**config.mk**
```make
export PLATFORM = sky130hd
export DESIGN_NAME = stereo_delay_pan_mixer
export DESIGN_NICKNAME = d
export VERILOG_FILES = /design/src/hw/rtl/sdpm_pkg.sv /design/src/hw/rtl/sdpm_ram.sv /design/src/hw/rtl/sdpm_front.sv /design/src/hw/rtl/sdpm_queue.sv /design/src/hw/rtl/sdpm_back.sv /design/src/hw/rtl/stereo_delay_pan_mixer.sv
export SDC_FILE = /design/constraint.sdc
export NUM_CORES = 2
export LEC_CHECK = 0
export BUFFER_PORTS_ARGS = -buffer_cell sky130_fd_sc_hd__buf_4
export CAP_MARGIN = 15
export CORE_MARGIN = 2
export CORE_UTILIZATION = 40
export DETAILED_ROUTE_END_ITERATION = 8
export PLACE_DENSITY = 0.63
export SLEW_MARGIN = 40
export SYNTH_ARGS = -nofsm -noshare
export SYNTH_HDL_FRONTEND = slang
export SYNTH_SLANG_ARGS = --single-unit
```
**constraint.sdc**
```tcl
create_clock -name clk -period 8.61 [get_ports clk]
set_input_delay 0.861 -clock clk [delete_from_list [all_inputs] [get_ports clk]]
set_output_delay 0.861 -clock clk [all_outputs]
set_load 0.005 [all_outputs]
```
**src/hw/rtl/sdpm_pkg.sv**
```systemverilog
// ----------------------------------------------------------------------------
// sdpm_pkg
// Types and constants shared by the stereo delay pan mixer modules.
// ----------------------------------------------------------------------------
package sdpm_pkg;

    localparam int CFG_IW = 2;
    localparam int CFG_DW = 16;

    localparam logic [CFG_IW-1:0] CFG_DELAY_LEFT  = 2'd0;
    localparam logic [CFG_IW-1:0] CFG_DELAY_RIGHT = 2'd1;
    localparam logic [CFG_IW-1:0] CFG_GAIN_LEFT   = 2'd2;
    localparam logic [CFG_IW-1:0] CFG_GAIN_RIGHT  = 2'd3;

    localparam logic OP_TICK  = 1'b0;
    localparam logic OP_START = 1'b1;

    localparam int Q_DEPTH = 4;
    localparam int Q_AW    = $clog2(Q_DEPTH);
    localparam int Q_LW    = $clog2(Q_DEPTH + 1);

    localparam logic signed [25:0] MIX_MAX = 26'sd8388607;
    localparam logic signed [25:0] MIX_MIN = -26'sd8388608;
    localparam logic signed [32:0] ROUND_HALF = 33'sd16384;

    typedef struct packed {
        logic               opcode;
        logic signed [15:0] source_sample;
        logic               source_ended;
        logic signed [23:0] mix_left_in;
        logic signed [23:0] mix_right_in;
    } req_t;

    typedef struct packed {
        logic signed [23:0] mix_left_out;
        logic signed [23:0] mix_right_out;
        logic               sample_taken;
        logic               done_res;
    } res_t;

    typedef struct packed {
        logic [15:0] delay_left;
        logic [15:0] delay_right;
        logic [15:0] gain_left;
        logic [15:0] gain_right;
    } cfg_t;

    typedef struct packed {
        logic signed [15:0] tap_left;
        logic signed [15:0] tap_right;
        logic signed [23:0] mix_left;
        logic signed [23:0] mix_right;
        logic               sample_taken;
        logic               done_res;
    } q_item_t;

endpackage

```
**src/hw/rtl/sdpm_ram.sv**
```systemverilog
// ----------------------------------------------------------------------------
// sdpm_ram
// Generic simple dual-port RAM, one write and one registered read per cycle.
// ----------------------------------------------------------------------------
module sdpm_ram #(
    parameter int WIDTH = 16,
    parameter int DEPTH = 64
) (
    input  logic                     clk,
    input  logic                     we,
    input  logic [$clog2(DEPTH)-1:0] waddr,
    input  logic [WIDTH-1:0]         wdata,
    input  logic [$clog2(DEPTH)-1:0] raddr,
    output logic [WIDTH-1:0]         rdata
);

    logic [WIDTH-1:0] mem [DEPTH];

    always_ff @(posedge clk)
    begin
        if (we)
        begin
            mem[waddr] <= wdata;
        end
        rdata <= mem[raddr];
    end

endmodule

```
**src/hw/rtl/sdpm_front.sv**
```systemverilog
// ----------------------------------------------------------------------------
// sdpm_front
// Voice sequencing: accepts requests, updates voice state, drives the delay
// line and hands classified items with their taps to the queue.
// ----------------------------------------------------------------------------
module sdpm_front
    import sdpm_pkg::*;
#(
    parameter int DELAY_DEPTH = 64
) (
    input  logic            clk,
    input  logic            rst_n,
    input  cfg_t            cfg,
    input  logic            req_valid,
    output logic            req_stall,
    input  req_t            req,
    input  logic [Q_LW-1:0] q_level,
    output logic            push_valid,
    output q_item_t         push_item
);

    localparam int AW = $clog2(DELAY_DEPTH);
    localparam int DW = $clog2(DELAY_DEPTH + 1);
    localparam int TW = $clog2(DELAY_DEPTH + 2);

    logic [AW-1:0] wp_reg, wp_next;
    logic [15:0]   common_reg, common_next;
    logic [TW-1:0] tail_reg, tail_next;
    logic [DW-1:0] fill_reg, fill_next;
    logic          fin_reg, fin_next;
    logic          done_reg, done_next;

    logic               s1_valid_reg;
    logic signed [15:0] s1_cur_reg, cur;
    logic               s1_use_l_reg, use_l;
    logic               s1_use_r_reg, use_r;
    logic               s1_mem_ok_reg;
    logic signed [23:0] s1_mix_l_reg, s1_mix_r_reg;
    logic               s1_taken_reg, taken;
    logic               s1_done_reg, item_done;

    logic          accept;
    logic [15:0]   diff_raw, common_min;
    logic [DW-1:0] diff, wp_ext, rd_sum, fill_inc;
    logic [AW-1:0] rd_addr, wp_inc;
    logic [TW-1:0] tail_inc;
    logic          left_longer, right_longer, mem_ok, fin_now, ram_we;
    logic [15:0]   rdata;
    logic [Q_LW:0] credit_used;

    assign credit_used = {1'b0, q_level} + (Q_LW + 1)'(s1_valid_reg);
    assign req_stall   = credit_used >= (Q_LW + 1)'(Q_DEPTH);
    assign accept      = req_valid && !req_stall;

    assign left_longer  = cfg.delay_left > cfg.delay_right;
    assign right_longer = cfg.delay_right > cfg.delay_left;
    assign diff_raw     = left_longer ? cfg.delay_left - cfg.delay_right
                                      : cfg.delay_right - cfg.delay_left;
    assign diff         = (diff_raw > 16'(DELAY_DEPTH)) ? DW'(DELAY_DEPTH)
                                                        : diff_raw[DW-1:0];
    assign common_min   = (cfg.delay_left < cfg.delay_right) ? cfg.delay_left
                                                             : cfg.delay_right;

    assign wp_ext   = DW'(wp_reg);
    assign rd_sum   = (wp_ext >= diff) ? wp_ext - diff
                                       : wp_ext + DW'(DELAY_DEPTH) - diff;
    assign rd_addr  = rd_sum[AW-1:0];
    assign wp_inc   = (wp_reg == AW'(DELAY_DEPTH - 1)) ? '0 : wp_reg + 1'b1;
    assign fill_inc = (fill_reg < DW'(DELAY_DEPTH)) ? fill_reg + 1'b1 : fill_reg;
    assign tail_inc = (tail_reg <= TW'(DELAY_DEPTH)) ? tail_reg + 1'b1 : tail_reg;
    assign mem_ok   = fill_reg >= diff;
    assign fin_now  = fin_reg | req.source_ended;

    always_comb
    begin
        wp_next     = wp_reg;
        common_next = common_reg;
        tail_next   = tail_reg;
        fill_next   = fill_reg;
        fin_next    = fin_reg;
        done_next   = done_reg;
        cur         = '0;
        use_l       = 1'b0;
        use_r       = 1'b0;
        taken       = 1'b0;
        item_done   = 1'b0;
        ram_we      = 1'b0;
        if (accept)
        begin
            if (req.opcode == OP_START)
            begin
                wp_next     = '0;
                tail_next   = '0;
                fill_next   = '0;
                fin_next    = 1'b0;
                done_next   = 1'b0;
                common_next = common_min;
            end
            else if (done_reg)
            begin
                item_done = 1'b1;
            end
            else if (common_reg != 16'd0)
            begin
                common_next = common_reg - 1'b1;
            end
            else
            begin
                fin_next  = fin_now;
                cur       = fin_now ? 16'sd0 : req.source_sample;
                taken     = !fin_now;
                tail_next = fin_now ? tail_inc : tail_reg;
                ram_we    = 1'b1;
                wp_next   = wp_inc;
                fill_next = fill_inc;
                use_l     = left_longer;
                use_r     = right_longer;
                done_next = tail_next > TW'(diff);
                item_done = done_next;
            end
        end
    end

    always_ff @(posedge clk or negedge rst_n)
    begin
        if (!rst_n)
        begin
            wp_reg       <= '0;
            common_reg   <= '0;
            tail_reg     <= '0;
            fill_reg     <= '0;
            fin_reg      <= 1'b0;
            done_reg     <= 1'b1;
            s1_valid_reg <= 1'b0;
        end
        else
        begin
            wp_reg       <= wp_next;
            common_reg   <= common_next;
            tail_reg     <= tail_next;
            fill_reg     <= fill_next;
            fin_reg      <= fin_next;
            done_reg     <= done_next;
            s1_valid_reg <= accept;
        end
    end

    always_ff @(posedge clk)
    begin
        if (accept)
        begin
            s1_cur_reg    <= cur;
            s1_use_l_reg  <= use_l;
            s1_use_r_reg  <= use_r;
            s1_mem_ok_reg <= mem_ok;
            s1_mix_l_reg  <= req.mix_left_in;
            s1_mix_r_reg  <= req.mix_right_in;
            s1_taken_reg  <= taken;
            s1_done_reg   <= item_done;
        end
    end

    sdpm_ram #(
        .WIDTH (16),
        .DEPTH (DELAY_DEPTH)
    ) u_delay_line (
        .clk   (clk),
        .we    (ram_we),
        .waddr (wp_reg),
        .wdata (cur),
        .raddr (rd_addr),
        .rdata (rdata)
    );

    // entries not yet written since start read as zero
    assign push_valid             = s1_valid_reg;
    assign push_item.tap_left     = s1_use_l_reg ? (s1_mem_ok_reg ? signed'(rdata) : 16'sd0)
                                                 : s1_cur_reg;
    assign push_item.tap_right    = s1_use_r_reg ? (s1_mem_ok_reg ? signed'(rdata) : 16'sd0)
                                                 : s1_cur_reg;
    assign push_item.mix_left     = s1_mix_l_reg;
    assign push_item.mix_right    = s1_mix_r_reg;
    assign push_item.sample_taken = s1_taken_reg;
    assign push_item.done_res     = s1_done_reg;

endmodule

```
**src/hw/rtl/sdpm_queue.sv**
```systemverilog
// ----------------------------------------------------------------------------
// sdpm_queue
// Short FIFO between voice sequencing and the gain and mix datapath.
// ----------------------------------------------------------------------------
module sdpm_queue
    import sdpm_pkg::*;
(
    input  logic            clk,
    input  logic            rst_n,
    input  logic            push_valid,
    input  q_item_t         push_item,
    input  logic            pop_ready,
    output logic            pop_valid,
    output q_item_t         pop_item,
    output logic [Q_LW-1:0] level
);

    q_item_t         mem [Q_DEPTH];
    logic [Q_AW-1:0] rd_ptr_reg, wr_ptr_reg;
    logic [Q_LW-1:0] count_reg, count_next;
    logic            pop;

    assign pop_valid = count_reg != '0;
    assign pop       = pop_valid && pop_ready;
    assign pop_item  = mem[rd_ptr_reg];
    assign level     = count_reg;

    always_comb
    begin
        count_next = count_reg;
        if (push_valid && !pop)
        begin
            count_next = count_reg + 1'b1;
        end
        else if (pop && !push_valid)
        begin
            count_next = count_reg - 1'b1;
        end
    end

    always_ff @(posedge clk or negedge rst_n)
    begin
        if (!rst_n)
        begin
            rd_ptr_reg <= '0;
            wr_ptr_reg <= '0;
            count_reg  <= '0;
        end
        else
        begin
            count_reg <= count_next;
            if (push_valid)
            begin
                wr_ptr_reg <= wr_ptr_reg + 1'b1;
            end
            if (pop)
            begin
                rd_ptr_reg <= rd_ptr_reg + 1'b1;
            end
        end
    end

    always_ff @(posedge clk)
    begin
        if (push_valid)
        begin
            mem[wr_ptr_reg] <= push_item;
        end
    end

endmodule

```
**src/hw/rtl/sdpm_back.sv**
```systemverilog
// ----------------------------------------------------------------------------
// sdpm_back
// Gain and mix datapath: scales both taps, rounds, adds into the mix sums
// with 24-bit saturation and holds the result for the output channel.
// ----------------------------------------------------------------------------
module sdpm_back
    import sdpm_pkg::*;
(
    input  logic    clk,
    input  logic    rst_n,
    input  cfg_t    cfg,
    input  logic    pop_valid,
    input  q_item_t pop_item,
    output logic    pop_ready,
    output logic    res_valid,
    input  logic    res_stall,
    output res_t    res
);

    logic               a_valid_reg, b_valid_reg;
    logic signed [32:0] a_prod_l_reg, a_prod_r_reg;
    logic signed [23:0] a_mix_l_reg, a_mix_r_reg;
    logic               a_taken_reg, a_done_reg;
    res_t               b_res_reg;

    logic               a_ready, b_ready, a_load, b_load;
    logic signed [16:0] gain_l, gain_r;
    logic signed [32:0] prod_l, prod_r;
    logic signed [17:0] add_l, add_r;
    logic signed [25:0] sum_l, sum_r;
    logic signed [23:0] sat_l, sat_r;

    assign b_ready   = !b_valid_reg || !res_stall;
    assign a_ready   = !a_valid_reg || b_ready;
    assign pop_ready = a_ready;
    assign a_load    = pop_valid && a_ready;
    assign b_load    = a_valid_reg && b_ready;

    assign gain_l = signed'({1'b0, cfg.gain_left});
    assign gain_r = signed'({1'b0, cfg.gain_right});
    assign prod_l = pop_item.tap_left * gain_l + ROUND_HALF;
    assign prod_r = pop_item.tap_right * gain_r + ROUND_HALF;

    assign add_l = 18'(a_prod_l_reg >>> 15);
    assign add_r = 18'(a_prod_r_reg >>> 15);
    assign sum_l = 26'(a_mix_l_reg) + 26'(add_l);
    assign sum_r = 26'(a_mix_r_reg) + 26'(add_r);

    always_comb
    begin
        if (sum_l > MIX_MAX)
        begin
            sat_l = MIX_MAX[23:0];
        end
        else if (sum_l < MIX_MIN)
        begin
            sat_l = MIX_MIN[23:0];
        end
        else
        begin
            sat_l = sum_l[23:0];
        end
        if (sum_r > MIX_MAX)
        begin
            sat_r = MIX_MAX[23:0];
        end
        else if (sum_r < MIX_MIN)
        begin
            sat_r = MIX_MIN[23:0];
        end
        else
        begin
            sat_r = sum_r[23:0];
        end
    end

    always_ff @(posedge clk or negedge rst_n)
    begin
        if (!rst_n)
        begin
            a_valid_reg <= 1'b0;
            b_valid_reg <= 1'b0;
        end
        else
        begin
            if (a_ready)
            begin
                a_valid_reg <= pop_valid;
            end
            if (b_ready)
            begin
                b_valid_reg <= a_valid_reg;
            end
        end
    end

    always_ff @(posedge clk)
    begin
        if (a_load)
        begin
            a_prod_l_reg <= prod_l;
            a_prod_r_reg <= prod_r;
            a_mix_l_reg  <= pop_item.mix_left;
            a_mix_r_reg  <= pop_item.mix_right;
            a_taken_reg  <= pop_item.sample_taken;
            a_done_reg   <= pop_item.done_res;
        end
        if (b_load)
        begin
            b_res_reg.mix_left_out  <= sat_l;
            b_res_reg.mix_right_out <= sat_r;
            b_res_reg.sample_taken  <= a_taken_reg;
            b_res_reg.done_res      <= a_done_reg;
        end
    end

    assign res_valid = b_valid_reg;
    assign res       = b_res_reg;

endmodule

```
**src/hw/rtl/stereo_delay_pan_mixer.sv**
```systemverilog
// ----------------------------------------------------------------------------
// stereo_delay_pan_mixer
// One mixer voice: common delay countdown, per-channel delay tap, gain and
// saturating stereo mix, one result per request.
// ----------------------------------------------------------------------------
// Takes one request per clock cycle and returns one result per request, in
// order. The rate is set by the delay line RAM, which does one read and at
// most one write per tick in the cycle the request is accepted. Requests are
// held off only when the four-entry queue in front of the gain and mix
// datapath, counting the request already reading the RAM, is full. Start
// clears the delay line through a fill count, so there is no clearing pass.
// Configuration is to be written by the user only while no request is in
// flight; the block itself does not enforce this.
module stereo_delay_pan_mixer
    import sdpm_pkg::*;
#(
    parameter int DELAY_DEPTH = 64
) (
    input  logic              clk,
    input  logic              rst_n,
    input  logic              cfg_we,
    input  logic [CFG_IW-1:0] cfg_index,
    input  logic [CFG_DW-1:0] cfg_data,
    input  logic              req_valid,
    output logic              req_stall,
    input  req_t              req,
    output logic              res_valid,
    input  logic              res_stall,
    output res_t              res
);

    cfg_t            cfg_reg;
    logic            push_valid, pop_valid, pop_ready;
    q_item_t         push_item, pop_item;
    logic [Q_LW-1:0] q_level;

    always_ff @(posedge clk or negedge rst_n)
    begin
        if (!rst_n)
        begin
            cfg_reg <= '0;
        end
        else if (cfg_we)
        begin
            case (cfg_index)
                CFG_DELAY_LEFT:  cfg_reg.delay_left  <= cfg_data;
                CFG_DELAY_RIGHT: cfg_reg.delay_right <= cfg_data;
                CFG_GAIN_LEFT:   cfg_reg.gain_left   <= cfg_data;
                CFG_GAIN_RIGHT:  cfg_reg.gain_right  <= cfg_data;
                default:         cfg_reg             <= cfg_reg;
            endcase
        end
    end

    sdpm_front #(
        .DELAY_DEPTH (DELAY_DEPTH)
    ) u_front (
        .clk        (clk),
        .rst_n      (rst_n),
        .cfg        (cfg_reg),
        .req_valid  (req_valid),
        .req_stall  (req_stall),
        .req        (req),
        .q_level    (q_level),
        .push_valid (push_valid),
        .push_item  (push_item)
    );

    sdpm_queue u_queue (
        .clk        (clk),
        .rst_n      (rst_n),
        .push_valid (push_valid),
        .push_item  (push_item),
        .pop_ready  (pop_ready),
        .pop_valid  (pop_valid),
        .pop_item   (pop_item),
        .level      (q_level)
    );

    sdpm_back u_back (
        .clk       (clk),
        .rst_n     (rst_n),
        .cfg       (cfg_reg),
        .pop_valid (pop_valid),
        .pop_item  (pop_item),
        .pop_ready (pop_ready),
        .res_valid (res_valid),
        .res_stall (res_stall),
        .res       (res)
    );

endmodule
```
# --- After elaboration in Yosys (flattened, before gate mapping) ---
# Memory sizes are Yosys's and may differ from the RTL's. A register that Yosys moved wholly into a read port is not among the register bits.
# Cells that the tools add are included.
totals:
  reg_bits: 347
  ramBits: 1352
  in_bits: 89
  output_inout_bits: 52
  elab_cells: 151
  mem_count: 2
memory_table:
  columns: ["name", "depth", "width", "rd", "rd_clocked_by_memory_dff", "wr", "line_no", "source"]
  rows:
  - ["u_front.u_delay_line.mem", 64, 16, 1, 1, 1, "sdpm_ram.sv:17", "logic [WIDTH-1:0] mem [DEPTH];"]
  - ["u_queue.mem", 4, 82, 1, 0, 1, "sdpm_queue.sv:18", "q_item_t mem [Q_DEPTH];"]
classes:
  add_sub_neg: 18
  n_mul: 2
  order_cmp: 14
  n_eq_ne: 6
  mux: 46
  bitwise_logic: 1
  reduce_logical: 28
ops:
  columns: ["cell", "count"]
  rows:
  - ["$mux W16", 13]
  - ["$mux W7", 10]
  - ["$add A33 B16 Y33 const B", 2]
  - ["$mul A16 B17 Y33", 2]
  - ["$gt A26 B24 Y1 const B", 2]
  - ["$lt A26 B24 Y1 const B", 2]
  - ["$add A24 B18 Y25", 2]
  - ["$mux W24", 2]
  - ["$gt A16 B16 Y1", 2]
  - ["$sub A16 B16 Y16", 2]
  - ["$mux W6", 5]
  - ["$gt A16 B7 Y1 const B", 1]
  - ["$lt A16 B16 Y1", 1]
  - ["$reduce_bool A16 Y1", 1]
  - ["$sub A16 B1 Y16 const B", 1]
  - ["$add A7 B1 Y7 const B", 2]
  - ["$mux W1", 14]
  - ["$add A6 B1 Y6 const B", 2]
  - ["$sub A6 B6 Y6", 2]
  - ["$reduce_and A2 Y1", 4]
  - ["$ge A6 B7 Y1", 1]
  - ["$ge A7 B7 Y1", 1]
  - ["$gt A7 B7 Y1", 1]
  - ["$le A7 B7 Y1 const B", 1]
  - ["other kinds (21)", 39]

# --- Longest topological paths before layout ---
depth:
  word_depth: 8
  depth_mapped: 30
  depth_no_buf: 26

# --- Modules after synthesis ---
# Synthesis repeated with hierarchy kept, for this count alone.
hier_totals:
  cells_unflattened: 5763
  area_unflattened_um2: 86321.5
by_module_without_submodules:
  columns: ["mod", "n_inst", "cells_each", "area_each_um2", "seq_area_each_um2"]
  rows:
  - ["sdpm_ram", 1, 1829, 40042.2, 31069.8]
  - ["sdpm_back", 1, 2526, 24304.6, 4134.0]
  - ["sdpm_queue", 1, 461, 12219.2, 10024.6]
  - ["sdpm_front", 1, 811, 7344.5, 3049.2]
  - ["stereo_delay_pan_mixer", 1, 136, 2411.1, 1601.5]

# --- Worst setup path after synthesis ---
# No wires, ideal clock.
synth_path:
  path_kind: "register to register"
  start: "register u_queue.rd_ptr_reg[0]"
  end: "register u_back.a_prod_r_reg[32], data pin"
  setup_time_ns: 0.174
  arrival_ns: 8.220
  t_required_ns: 8.436
  path_slack_ns: 0.215
  path_stages_with_launch: 29
  path_buffers: 4
  synth_period_minus_slack_ns: 8.395
  path_cell_list: "dfrtp_1 buf_2 buf_1 buf_1 mux4_2 clkbuf_1 and2_1 fa_1 inv_1 fa_1 fa_1 inv_1 fa_1 fa_1 inv_1 fa_1 inv_1 ha_1 and3_1 o211ai_1 a211oi_1 a21boi_0 o21ai_0 a221oi_1 a2111oi_0 o21a_1 o21a_1 nor4_1 a311oi_1"
synth_between:
  elab_chain_cells: 3
synth_rtl:
  columns: ["item", "line_no", "source"]
  rows:
  - ["from (decl)", "sdpm_queue.sv:19", "logic [Q_AW-1:0] rd_ptr_reg, wr_ptr_reg;"]
  - ["from (signal assigned)", "sdpm_queue.sv:58", "rd_ptr_reg <= rd_ptr_reg + 1'b1;"]
  - ["$mem_v2 Z4 W82", null, null]
  - ["$mul A16 B17 Y33", "sdpm_back.sv:42", "assign prod_r = pop_item.tap_right * gain_r + ROUND_HALF;"]
  - ["$add A33 B16 Y33", "sdpm_back.sv:42", null]
  - ["named net u_back.prod_r[32]", "sdpm_back.sv:28", "logic signed [32:0] prod_l, prod_r;"]
  - ["to (signal assigned)", "sdpm_back.sv:102", "a_prod_r_reg <= prod_r;"]
  - ["to (decl)", "sdpm_back.sv:21", "logic signed [32:0] a_prod_l_reg, a_prod_r_reg;"]
# The timed path passes the listed nets, and every way through them passes these cells.
# A chain may end at the register's enable or synchronous reset.

# --- Final worst setup path ---
layout_path:
  start: "register u_queue.rd_ptr_reg[1]"
  end: "register u_back.a_prod_r_reg[32], data pin"
# Same word-level chain as after synthesis.

==> results.sh <==
export IMPL_postSynth_asyncResetShare_pct=6.647
export IMPL_min_path_type="in -> async"
export IMPL_slowest_stage="dfrtp_4"
export IMPL_dieArea_sq_um=214200
export IMPL_slowest_delay_ns=0.78
export IMPL_largest_reg_flops=1024
export IMPL_yosys_top_cells_area="edfxtp_1 (56%), mux4_2 (11%), fa_1 (9.4%), ha_1 (5.1%), dfrtp_1 (3.3%)"
export IMPL_num_nets_final=6425
export IMPL_cts_max_level=4
export IMPL_worstSetupStartpointType="flip-flop"
export IMPL_grt_max_degree=66
export IMPL_synthesis_nets=6165
export IMPL_synth_edf_count=1557
export IMPL_drtAntennaViolNets=0
export IMPL_synth_ff_type="edfxtp_1"
export IMPL_area_growth_pct=13.09
export IMPL_path_delay_family="adder cells"
export IMPL_antenna_cells=0
export IMPL_synth_cell_types=80
export IMPL_worst_path_max_fanout=37
export IMPL_die_width_um=462.9
export IMPL_dp_hpwl_mm=127.4
export IMPL_final_period_utilization_pct=94.07
export IMPL_route_detailed_drc=0
export IMPL_io_pins=141
export IMPL_path_buf_inv=5
export IMPL_port_buffers=140
export IMPL_cts_max_path_buffers=3
export IMPL_clk_pin_slew_ns=0.06
export IMPL_maxClockFrequency_mhz=123.5
export IMPL_root_buffer="clkbuf_16"
export IMPL_grt_overflow=0
export IMPL_drive_above_1_share_pct=18.38
export IMPL_initial_core_util_pct=40.23
export IMPL_drtIter0Drc=4009
export IMPL_critical_path_most_common_cell="fa_1"
export IMPL_antenna_found_initial=5
export IMPL_dr_total_vias=45400
export IMPL_clkSinkCount=1685
export IMPL_die_y_um=462.9
export IMPL_maxCapViolations=0
export IMPL_synth_area_sq_um=84220
export IMPL_vias_per_cell=5.310
export IMPL_clk_latency_ns=0.85
export IMPL_dr_pass1_iters=6
export IMPL_cp_end_kind="flip-flop"
export IMPL_ys_ff_latch=1685
export IMPL_cts_tree="done"
export IMPL_cp_data_arrival_time_ns=8.74
export IMPL_grt_pass1_wl_mm=292.3
export IMPL_num_rows=168
export IMPL_synth_top_area_cell="edfxtp_1"
export IMPL_groute_usage_overall_pct=17.96
export IMPL_required_ns=9.25
export IMPL_cts_hold_buf=0
export IMPL_seq_area_frac_synth_pct=59.23
export IMPL_ys_warn_count=0
export IMPL_multi_input_area_sq_um=31370
export IMPL_gp_congestion=0.8578
export IMPL_cts_inserted_buffers=172
export IMPL_crit_type="reg -> reg"
export IMPL_rsz0062_at_grt="no"
export IMPL_slew_headroom_pct=39.37
export IMPL_setup_tns_ns=0
export IMPL_slew_viol_final=0
export IMPL_post_synth_cell_area_avg_sq_um=15.77
export IMPL_fillCellCount=18250
export IMPL_routedWlPerCell_um=22.70
export IMPL_fin_worst_skew_ns=0.08171
export IMPL_grt_pass1_vias=46370
export IMPL_worst_slew_pin_transition_ns=0.9000
export IMPL_finalWirelength_mm=194.1
export IMPL_status="complete, no violations"
export IMPL_finalSetupViolations=0
export IMPL_final_hold_viol_count=0
export IMPL_ff_latch_area_sq_um=49890
export IMPL_min_period_ns=8.099
export IMPL_yosysTopAreaCellShare_pct=55.52
export IMPL_syn_inst=5339
export IMPL_core_sq_um=209400
==> synth_stat cells (4+ instances only) <==
cell type  count
nand4_1       15
nand3_1       64
edfxtp_1    1557
or2_2          6
a31oi_1        8
a21o_1        50
clkbuf_1     157
o22ai_1       14
mux2i_1       63
nor4_1         4
a22o_1        10
a21boi_0      10
nor2b_1       19
o21ai_0      126
xor2_1        37
fa_1         394
xnor2_1       62
a211oi_1       8
mux2_2        53
nor3_1        43
or3_1         13
maj3_1         8
ha_1         343
nand3b_1       9
buf_1         37
nor2_1       182
o21bai_1       5
buf_4          4
nand2b_1      37
and2_1       264
and4_1         5
o31ai_1       14
buf_2          9
a211o_1        6
dfrtp_1      111
dfxtp_1       16
nand2_1      326
a311oi_1       4
mux4_2       400
a21oi_1      151
a221oi_1       7
o21a_1        18
and3_1        11
inv_1        607
==> metal layers <==
layer | track usage [%] | wire length (um) | part of all wire, % | up-vias
li1 | - | - | - | 20010
met1 | 24.58 | 82910 | 43 | 23910
met2 | 29.85 | 95700 | 49 | 1239
met3 | 2.989 | 11240 | 5.8 | 235
met4 | 4.635 | 4220 | 2.2 | 4
met5 | 0 | 21 | 0.011 | -
==> timing repair <==
action / 4_1_cts / 5_1_grt
resized for setup: 0 / 2
hold endpoints to repair: 0 / 0
buffers inserted: 0 / 1
endpoints found under the setup margin: 0 / 3
==> cell type report <==
cell class	instances	area share, %
sequential	1685	52.38
multi-input combinational	2838	32.94
clock buffer	227	4.844
tap	2805	3.685
timing repair buffer	295	2.553
inverter	607	2.395
clock inverter	93	1.202
==> placed cells by master (no fill, tap or decap), types with 18 or more instances in the layout <==
master     synthesis  routed
fa_1             394     393
edfxtp_1        1557    1557
clkinv_2           0      29
dfrtp_1          111     108
clkinv_1           0      23
a21o_1            50      50
inv_1            607     606
nor3_1            43      43
clkbuf_16          0     174
ha_1             343     342
nand2b_1          37      37
a21oi_1          151     151
xor2_1            37      36
buf_4              4     274
mux2_2            53      53
nor2b_1           19      19
nor2_1           182     181
nand3_1           64      63
mux4_2           400     400
nand2_1          326     326
clkbuf_1         157      47
o21a_1            18      18
and2_1           264     244
o21ai_0          126     126
mux2i_1           63      63
xnor2_1           62      60
==> worst register-to-register path, stage by stage (launching register included) <==
cell and delay (ns):
dfrtp_4 0.78, mux4_2 0.58, nand2_1 0.14, fa_1 0.58
inv_1 0.05, fa_1 0.51, inv_1 0.06, fa_1 0.54
inv_1 0.06, fa_1 0.46, fa_1 0.49, inv_1 0.05
fa_1 0.47, inv_1 0.04, ha_1 0.29, and3_1 0.19
o211ai_1 0.12, a211oi_1 0.23, a21boi_1 0.16, o21ai_0 0.54
a221oi_1 0.27, a2111oi_1 0.62, o21a_1 0.22, o21a_1 0.19
nor4_1 0.06, a311oi_1 0.24
==> path summary, 6_finish.rpt <==
| path | from | to | slack, ns | cells past startpoint |
|---|---|---|---|---|
| min in group clk | req[20] | u_front.s1_mix_r_reg[20]$_DFFE_PP_ | 0.20 | 1 |
| min reg2reg | u_back.a_done_reg$_DFFE_PP_ | u_back.res[0]$_DFFE_PP_ | 0.45 | 0 |
| max | u_queue.rd_ptr_reg[1]$_DFFE_PN0P_ | u_back.a_prod_r_reg[32]$_DFFE_PP_ | 0.51 | 25 |
| max reg2reg | u_queue.rd_ptr_reg[1]$_DFFE_PN0P_ | u_back.a_prod_r_reg[32]$_DFFE_PP_ | 0.51 | 25 |
| max in group asynchronous | rst_n | u_queue.rd_ptr_reg[0]$_DFFE_PN0P_ | 7.29 | 2 |
| min | rst_n | u_front.common_reg[10]$_DFFE_PN0P_ | 0.07 | 1 |
==> through the flow <==
stage	utilization, %	hold slack (ns)	worst slack (ns)	cell area [sq um]	std cells
after floorplan	-	0.4003	0.2155	84220	5339
after global placement	42.68	0.4405	0.2957	89350	8224
after detailed placement	42.71	0.4633	0.1977	89410	8226
after CTS	45.46	0.02455	0.1834	95170	8546
after global routing	45.49	0.09180	0.02620	95240	8550
final	45.49	0.06783	0.5109	95240	8550
==> kinds of logic after synthesis <==
family | Yosys count | share of synthesized area, %
AND/OR/NAND/NOR | 1012 | 5.937
adder cells (fa/ha/maj) | 745 | 14.56
flip-flops | 1685 | 59.23
XOR/XNOR | 100 | 1.049
buffers and inverters | 816 | 3.679
multiplexers | 516 | 12.15
AO/OA/AOI/OAI | 465 | 3.398
Power is not shown: default switching activity piles up to over one toggle a cycle in this logic, so the estimate is an artifact.
